[src/hw/rtl/integer_xo_alu_assert.svh]
// ----------------------------------------------------------------------------
// integer_xo_alu_assert
// assertion macros for the xo alu
// ----------------------------------------------------------------------------
`ifndef INTEGER_XO_ALU_ASSERT_SVH
`define INTEGER_XO_ALU_ASSERT_SVH
`ifndef SYNTH
`define XO_ASSERT_IMP(label, clk, rst_n, a, c) \
	label: assert property (@(posedge clk) disable iff (!rst_n) (a) |-> (c)) \
		else $error("xo alu check failed");
`define XO_ASSERT_NEXT(label, clk, rst_n, a, c) \
	label: assert property (@(posedge clk) disable iff (!rst_n) (a) |=> (c)) \
		else $error("xo alu check failed");
`else
`define XO_ASSERT_IMP(label, clk, rst_n, a, c)
`define XO_ASSERT_NEXT(label, clk, rst_n, a, c)
`endif
`endif

[src/hw/rtl/ixa_pkg.sv]
// ----------------------------------------------------------------------------
// ixa_pkg
// shared types and opcode constants for the xo-form integer alu
// ----------------------------------------------------------------------------
package ixa_pkg;
	localparam logic [8:0] OP_ADD    = 9'd266;
	localparam logic [8:0] OP_ADDC   = 9'd10;
	localparam logic [8:0] OP_ADDE   = 9'd138;
	localparam logic [8:0] OP_ADDME  = 9'd234;
	localparam logic [8:0] OP_ADDZE  = 9'd202;
	localparam logic [8:0] OP_SUBF   = 9'd40;
	localparam logic [8:0] OP_SUBFC  = 9'd8;
	localparam logic [8:0] OP_SUBFE  = 9'd136;
	localparam logic [8:0] OP_SUBFME = 9'd232;
	localparam logic [8:0] OP_SUBFZE = 9'd200;
	localparam logic [8:0] OP_NEG    = 9'd104;
	localparam logic [8:0] OP_MULLW  = 9'd235;
	localparam logic [8:0] OP_MULHW  = 9'd75;
	localparam logic [8:0] OP_MULHWU = 9'd11;
	localparam logic [8:0] OP_DIVW   = 9'd491;
	localparam logic [8:0] OP_DIVWU  = 9'd459;
	localparam int DivSteps = 32;

	typedef enum logic [2:0] {
		ST_IDLE, ST_MUL, ST_DIV, ST_FIN, ST_OUT
	} state_t;

	// controller to datapath
	typedef struct packed {
		logic load;
		logic mul;
		logic div_init;
		logic div_step;
		logic finish;
	} cmd_t;

	// datapath to controller
	typedef struct packed {
		logic is_mul;
		logic is_div;
	} stat_t;
endpackage

[src/hw/rtl/ixa_ctrl.sv]
// ----------------------------------------------------------------------------
// ixa_ctrl
// sequencer for the xo alu: load, multiply or divide iterations, finish, output
// ----------------------------------------------------------------------------
module ixa_ctrl (
	input  logic            clk,
	input  logic            arst_n,
	input  logic            in_valid,
	output logic            in_ready,
	output logic            out_valid,
	input  logic            out_ready,
	input  ixa_pkg::stat_t  stat,
	output ixa_pkg::cmd_t   cmd
);
	ixa_pkg::state_t state_q, state_d;
	logic [5:0] cnt_q, cnt_d;

	// state register
	always_ff @(posedge clk or negedge arst_n) begin
		if (!arst_n) begin
			state_q <= ixa_pkg::ST_IDLE;
			cnt_q <= '0;
		end else begin
			state_q <= state_d;
			cnt_q <= cnt_d;
		end
	end

	// next state and commands
	always_comb begin
		state_d = state_q;
		cnt_d = cnt_q;
		cmd = '0;
		in_ready = 1'b0;
		out_valid = 1'b0;
		case (state_q)
			ixa_pkg::ST_IDLE: begin
				in_ready = 1'b1;
				if (in_valid) begin
					cmd.load = 1'b1;
					state_d = ixa_pkg::ST_MUL;
				end
			end
			ixa_pkg::ST_MUL: begin
				// latched opcode now decoded
				cnt_d = '0;
				if (stat.is_div) begin
					cmd.div_init = 1'b1;
					state_d = ixa_pkg::ST_DIV;
				end else if (stat.is_mul) begin
					cmd.mul = 1'b1;
					state_d = ixa_pkg::ST_FIN;
				end else state_d = ixa_pkg::ST_FIN;
			end
			ixa_pkg::ST_DIV: begin
				cmd.div_step = 1'b1;
				cnt_d = cnt_q + 6'd1;
				if (cnt_q == 6'(ixa_pkg::DivSteps - 1)) state_d = ixa_pkg::ST_FIN;
			end
			ixa_pkg::ST_FIN: begin
				cmd.finish = 1'b1;
				state_d = ixa_pkg::ST_OUT;
			end
			ixa_pkg::ST_OUT: begin
				out_valid = 1'b1;
				if (out_ready) state_d = ixa_pkg::ST_IDLE;
			end
			default: state_d = ixa_pkg::ST_IDLE;
		endcase
	end
endmodule

[src/hw/rtl/ixa_dp.sv]
// ----------------------------------------------------------------------------
// ixa_dp
// datapath: operand latch, adder, multiplier, restoring divider, flag state
// ----------------------------------------------------------------------------
module ixa_dp (
	input  logic           clk,
	input  logic           arst_n,
	input  ixa_pkg::cmd_t  cmd,
	output ixa_pkg::stat_t stat,
	input  logic [8:0]     op,
	input  logic [31:0]    a_value,
	input  logic [31:0]    b_value,
	input  logic           oe,
	input  logic           rc,
	output logic [31:0]    result,
	output logic           write_valid,
	output logic           carry_out,
	output logic           overflow_out,
	output logic           summary_out,
	output logic [3:0]     cr0_value,
	output logic           cr0_valid,
	output logic           illegal
);
	logic [8:0]  op_q;
	logic [31:0] a_q, b_q;
	logic        oe_q, rc_q;
	logic        ca_q, ov_q, so_q;
	logic [63:0] prod_q;
	logic [31:0] quo_q, rem_q, dvd_q;
	logic        is_add, is_sub, is_divw, is_divwu, legal;

	// operand latch
	always_ff @(posedge clk) begin
		if (cmd.load) begin
			op_q <= op; a_q <= a_value; b_q <= b_value; oe_q <= oe; rc_q <= rc;
		end
	end

	// decode
	always_comb begin
		is_add = (op_q == ixa_pkg::OP_ADD) || (op_q == ixa_pkg::OP_ADDC) ||
			(op_q == ixa_pkg::OP_ADDE) || (op_q == ixa_pkg::OP_ADDME) ||
			(op_q == ixa_pkg::OP_ADDZE);
		is_sub = (op_q == ixa_pkg::OP_SUBF) || (op_q == ixa_pkg::OP_SUBFC) ||
			(op_q == ixa_pkg::OP_SUBFE) || (op_q == ixa_pkg::OP_SUBFME) ||
			(op_q == ixa_pkg::OP_SUBFZE);
		is_divw = op_q == ixa_pkg::OP_DIVW;
		is_divwu = op_q == ixa_pkg::OP_DIVWU;
		stat.is_div = is_divw || is_divwu;
		stat.is_mul = (op_q == ixa_pkg::OP_MULLW) || (op_q == ixa_pkg::OP_MULHW) ||
			(op_q == ixa_pkg::OP_MULHWU);
		legal = is_add || is_sub || stat.is_div || stat.is_mul ||
			(op_q == ixa_pkg::OP_NEG);
	end

	// divider magnitudes
	logic sgn_div, neg_q;
	logic [31:0] abs_a, abs_b;
	assign sgn_div = is_divw;
	assign abs_a = (sgn_div && a_q[31]) ? 32'(-a_q) : a_q;
	assign abs_b = (sgn_div && b_q[31]) ? 32'(-b_q) : b_q;

	// one restoring divide step per cycle
	logic [32:0] trial;
	assign trial = {rem_q, dvd_q[31]} - {1'b0, abs_b};

	// 33x33 signed multiplier, top bit zero for the unsigned form
	logic [32:0] mul_a, mul_b;
	logic [65:0] mul_p;
	assign mul_a = {(op_q != ixa_pkg::OP_MULHWU) && a_q[31], a_q};
	assign mul_b = {(op_q != ixa_pkg::OP_MULHWU) && b_q[31], b_q};
	assign mul_p = $signed(mul_a) * $signed(mul_b);

	// multiply and divide registers
	always_ff @(posedge clk) begin
		if (cmd.mul) prod_q <= mul_p[63:0];
		if (cmd.load) begin
			rem_q <= '0;
			quo_q <= '0;
		end
		if (cmd.div_init) begin
			dvd_q <= abs_a;
			neg_q <= sgn_div && (a_q[31] ^ b_q[31]);
		end
		if (cmd.div_step) begin
			if (!trial[32]) begin
				rem_q <= trial[31:0];
				quo_q <= {quo_q[30:0], 1'b1};
			end else begin
				rem_q <= {rem_q[30:0], dvd_q[31]};
				quo_q <= {quo_q[30:0], 1'b0};
			end
			dvd_q <= {dvd_q[30:0], 1'b0};
		end
	end

	// add / subtract
	logic [31:0] opd, ain;
	logic        cin, set_ca, ov_upd, ovf;
	logic [32:0] sum;
	logic [31:0] res;
	always_comb begin
		opd = b_q;
		if (op_q == ixa_pkg::OP_ADDME || op_q == ixa_pkg::OP_SUBFME) opd = '1;
		if (op_q == ixa_pkg::OP_ADDZE || op_q == ixa_pkg::OP_SUBFZE) opd = '0;
		ain = is_sub ? ~a_q : a_q;
		cin = 1'b0;
		if (op_q == ixa_pkg::OP_SUBF || op_q == ixa_pkg::OP_SUBFC) cin = 1'b1;
		else if ((is_add && op_q != ixa_pkg::OP_ADD && op_q != ixa_pkg::OP_ADDC) ||
			is_sub) cin = ca_q;
		sum = {1'b0, ain} + {1'b0, opd} + {32'd0, cin};
		set_ca = (is_add && op_q != ixa_pkg::OP_ADD) ||
			(is_sub && op_q != ixa_pkg::OP_SUBF);
		ov_upd = oe_q && op_q != ixa_pkg::OP_MULHW && op_q != ixa_pkg::OP_MULHWU;
		res = sum[31:0];
		ovf = (ain[31] == opd[31]) && (sum[31] != ain[31]);
		case (op_q)
			ixa_pkg::OP_NEG: begin
				res = 32'(-a_q);
				ovf = a_q == 32'h8000_0000;
			end
			ixa_pkg::OP_MULLW: begin
				res = prod_q[31:0];
				ovf = prod_q[63:32] != {32{prod_q[31]}};
			end
			ixa_pkg::OP_MULHW, ixa_pkg::OP_MULHWU: begin
				res = prod_q[63:32];
				ovf = 1'b0;
			end
			ixa_pkg::OP_DIVW: begin
				ovf = b_q == '0 || (a_q == 32'h8000_0000 && b_q == '1);
				res = ovf ? {32{a_q[31]}} : (neg_q ? 32'(-quo_q) : quo_q);
			end
			ixa_pkg::OP_DIVWU: begin
				ovf = b_q == '0;
				res = ovf ? 32'd0 : quo_q;
			end
			default: ;
		endcase
	end

	// flag state and result registers
	logic so_n;
	assign so_n = so_q | (ov_upd & ovf);
	always_ff @(posedge clk or negedge arst_n) begin
		if (!arst_n) begin
			ca_q <= 1'b0; ov_q <= 1'b0; so_q <= 1'b0;
		end else if (cmd.finish && legal) begin
			if (set_ca) ca_q <= sum[32];
			if (ov_upd) begin
				ov_q <= ovf;
				so_q <= so_n;
			end
		end
	end
	always_ff @(posedge clk) begin
		if (cmd.finish) begin
			result <= legal ? res : '0;
			write_valid <= legal;
			illegal <= !legal;
			cr0_valid <= legal && rc_q;
			if (legal && rc_q)
				cr0_value <= {res[31], !res[31] && res != '0, res == '0, so_n};
			else cr0_value <= '0;
		end
	end
	assign carry_out = ca_q;
	assign overflow_out = ov_q;
	assign summary_out = so_q;
endmodule

[src/hw/rtl/integer_xo_alu.sv]
// ----------------------------------------------------------------------------
// integer_xo_alu
// powerpc xo-form integer alu with carry, overflow and summary flags
// ----------------------------------------------------------------------------
// usage: one input transaction (op, a_value, b_value, oe, rc) over in_valid and
// in_ready; one result transaction over out_valid and out_ready.
// sequence: add, subtract, negate and multiply forms go through decode and finish
// before out_valid; divides run the radix-2 divider, one quotient bit a cycle
// (decode, 32 steps, finish). one transaction is in flight at a time, so the
// next is accepted the cycle after the result is taken.
// reset clears carry, overflow and summary overflow and returns to idle.
// while the receiver stalls, the result holds and no new input is taken.
// flag outputs show the state after the instruction.
// ----------------------------------------------------------------------------
`include "integer_xo_alu_assert.svh"
module integer_xo_alu (
	input  logic        clk,
	input  logic        arst_n,
	input  logic        in_valid,
	output logic        in_ready,
	input  logic [8:0]  op,
	input  logic [31:0] a_value,
	input  logic [31:0] b_value,
	input  logic        oe,
	input  logic        rc,
	output logic        out_valid,
	input  logic        out_ready,
	output logic [31:0] result,
	output logic        write_valid,
	output logic        carry_out,
	output logic        overflow_out,
	output logic        summary_out,
	output logic [3:0]  cr0_value,
	output logic        cr0_valid,
	output logic        illegal
);
	ixa_pkg::cmd_t  cmd;
	ixa_pkg::stat_t stat;

	ixa_ctrl u_ctrl (
		.clk, .arst_n, .in_valid, .in_ready, .out_valid, .out_ready,
		.stat, .cmd
	);

	ixa_dp u_dp (
		.clk, .arst_n, .cmd, .stat, .op, .a_value, .b_value, .oe, .rc,
		.result, .write_valid, .carry_out, .overflow_out, .summary_out,
		.cr0_value, .cr0_valid, .illegal
	);

	// checks
	`XO_ASSERT_IMP(a_excl, clk, arst_n, out_valid, !in_ready)
	`XO_ASSERT_IMP(a_illegal, clk, arst_n, out_valid && illegal, !write_valid && !cr0_valid)
	`XO_ASSERT_NEXT(a_so_sticky, clk, arst_n, summary_out, summary_out)
endmodule

[config.mk]
export PLATFORM = sky130hd
export DESIGN_NAME = integer_xo_alu
export DESIGN_NICKNAME = d
export VERILOG_FILES = /design/src/hw/rtl/ixa_pkg.sv /design/src/hw/rtl/ixa_ctrl.sv /design/src/hw/rtl/ixa_dp.sv /design/src/hw/rtl/integer_xo_alu.sv
export VERILOG_INCLUDE_DIRS = /design/src /design/src/hw/rtl
export SDC_FILE = /design/constraint.sdc
export NUM_CORES = 2
export LEC_CHECK = 0
export BUFFER_PORTS_ARGS = -buffer_cell sky130_fd_sc_hd__buf_4
export CORE_UTILIZATION = 38
export CTS_CLUSTER_DIAMETER = 30
export DETAILED_ROUTE_END_ITERATION = 8
export PLACE_DENSITY = 0.64
export SYNTH_ARGS = -nofsm -noshare
export SYNTH_HDL_FRONTEND = slang
export SYNTH_HIERARCHICAL = 1
export SYNTH_SLANG_ARGS = --single-unit
[constraint.sdc]
create_clock -name clk -period 12.3 [get_ports clk]
set_clock_uncertainty 0.05 [all_clocks]
set_input_delay 0.615 -clock clk [delete_from_list [all_inputs] [get_ports clk]]
set_output_delay 0.615 -clock clk [all_outputs]
set_load 0.005 [all_outputs]
==> results.cfg <==
[clock_network]
cts-root-buf = clkbuf_16
clk-insertion-delay-late_ns = 0.60
cts-resized-gates = 0
tritoncts = yes
clk_pin_slew_ns = 0.05
clockBufferDepth = 3
hold_buffers = 1
cts.sinks = 287
htree_levels = 3
post_cts_buffers = 0
numCtsBuffers = 71

[global_route]
track_usage_pct = 24.6
gr-total-overflow = 0
grt_pass1_wl_um = 277000
antenna_found_initial = 6
grt_pass1_vias = 45658
busiest_layer = met2
grt_use_met2_pct = 38.6
met3_usage_pct = 4.44
grt_max_degree = 65
met1_usage_pct = 33.0

[yosys]
synth_edf_count = 274
ys_types = 87
syn-cell-area_mm2 = 0.0559
yosysMostFrequentCell = inv_1
synth_top_area_share_pct = 40.4
synth_ff_type = edfxtp_1
syn_area_per_cell_um2 = 9.41
synth-seq-cells = 287
yosys.area.top_type = fa_1
synth_common_cells = inv_1, fa_1, nand2_1
synth_area_leaders = fa_1, edfxtp_1, inv_1, ha_1, nand2_1
yosysWarnings = 6
syn_nets = 7423
synthCells = 5935
synth-seq-area-share_pct = 15.3
async_flop_share_pct = 4.18

[floorplan]
dieArea_mm2 = 0.149
io_pins = 123
start_util_pct = 38.3
num_rows = 140
die_y_um = 385
core_area_mm2 = 0.146
die_w_um = 385

[worst_setup_path]
end_kind = flip-flop
crit_path_frequent_cell = fa_1
startpoint = u_dp/op_q[5]
timing.rr.start = u_dp/op_q[5]
slowest_stage = fa_1
critical_path.max_fanout = 28
cp_slowest_stage_delay_ns = 0.62
path_class = flip-flop to flip-flop
start_kind = flip-flop
cp.required_ns = 12.58
worstPathArrival_ns = 10.61

[placement]
dp_slack_ns = 2.10
dp.cells = 7734
gp_congestion = 0.986
io_buffers = 122
dp_hpwl_um = 133000

[routing]
drcViolationCount = 1
routed-via-count = 43006
post_drt_wl_per_cell_um = 22.7
ant_nets = 0
drtIter0Drc = 4160
viasPerCell = 5.47
wl_um = 179000
drt-pass1-iter-count = 8

[timing]
drv_slew = 0
rsz0062_at_grt = no
fin_crit_ns = 10.33
worstMarginPinSlew_ns = 1.15
hold_viol = 0
slew_headroom_pct = 23.2
period_share_pct = 84.0
setup_viol = 0
setup_tns_ns = 0
setup_ws_ns = 1.97
fmax_mhz = 96.8

[layout]
finalNonFillerCells = 7865
fillers = 14221
diodes = 0
nNetsFinal = 7379
area_growth_pct = 9.25
drive_above_1_share_pct = 6.64

[run]
drv_cap = 0

[min_path]
hold_path.class = input pin to flip-flop
hold_path.startpoint = b_value[17]

[status]
violations = DRC
status = complete, but fails checks
cell usage in the layout (no fill, tap or decap), types with 12 or more instances in the layout:
cell          n
inv_1      1158
o31ai_1      27
mux2i_1      29
clkbuf_16    73
or2_2        22
or3_1        33
nand4_1      38
edfxtp_1    274
o22ai_1      17
o211ai_1     20
xnor2_1     172
a31oi_1      13
or4_1        18
and2_1      382
nor2b_1      41
and3_1       25
o21a_1       60
nand2b_1     19
a22oi_1      27
nand3_1      43
ha_1        281
a211oi_1     13
nand2_1     883
xor2_1       97
dfrtp_1      12
nor4_1       24
buf_4       231
a21o_1       54
o21ai_0     140
fa_1       1128
a21oi_1     147
o21bai_1     17
nor3_1       46
nor2_1      159
nor3b_1      13
sequential cells by signal, indices dropped and copies added (netlist names), 9 cells and up:
name and count:
u_dp/dvd_q 32, u_dp/b_q 32, u_dp/quo_q 32, u_dp/prod_q 64
u_dp/a_q 32, u_dp/result 32, u_dp/op_q 9, u_dp/rem_q 32
worst paths after layout:
path,end,slack [ns],cells after the start
worst min register to register,u_dp/dvd_q[0],0.46,2
worst max-delay path,u_dp/prod_q[60],1.97,30
worst max register to register,u_dp/prod_q[60],1.97,30
worst min-delay path,u_dp/b_q[17],0.13,1
max in group asynchronous,u_ctrl/state_q[1],11.67,2
min in group asynchronous,u_ctrl/state_q[2],0.36,2
kinds of logic (layout without fill, tap and decap cells):
| family | Yosys count | count (layout) | synth area share, % |
|---|---|---|---|
| and+or+nand+nor | 1777 | 1777 | 15.3 |
| AOI/OAI and AO/OA | 655 | 655 | 7.78 |
| DFF | 287 | 287 | 15.3 |
| buffers and inverters | 1508 | 1521 | 10.2 |
| adders and majority gates | 1409 | 1409 | 46.7 |
| xor gates and xnor gates | 269 | 269 | 4.22 |
| muxes | 30 | 30 | 0.540 |
layer usage:
layer,vias up,share of wire [%]
li1,18280,-
met1,21992,40
met2,2243,45
met3,487,9.8
met4,4,5.1
met5,-,0.016
through the flow:
step | hold WS [ns] | utilization (%) | instance area [um2]
floorplan | 0.269 | - | 55900
global placement | 0.425 | 40.3 | 58700
detailed placement | 0.427 | 40.3 | 58700
CTS | 0.113 | 41.9 | 61000
global route | 0.115 | 41.9 | 61000
finish | 0.135 | 41.9 | 61000
area by class of cell:
| class | instances | area, um2 | area share [%] |
|---|---|---|---|
| inverters | 1159 | 4350 | 7.13 |
| clock inverters | 50 | 457 | 0.748 |
| flip-flops and latches | 287 | 8550 | 14.0 |
| well taps | 1917 | 2400 | 3.93 |
| repair buffers | 232 | 1740 | 2.86 |
| multi-input cells | 4140 | 41700 | 68.3 |
| clock buffers | 80 | 1850 | 3.04 |
worst max-delay path: cells and delay by family, from the launching register on:
kind	cells	cell delay, ns
xor+xnor	1	0.08
simple gates	8	1.73
compound gates	8	2.00
fa+ha+maj	9	4.63
flops	1	0.58
buf+inv	4	0.95
Power is not shown: default switching activity piles up to over one toggle a cycle in this logic, so the estimate is an artifact.
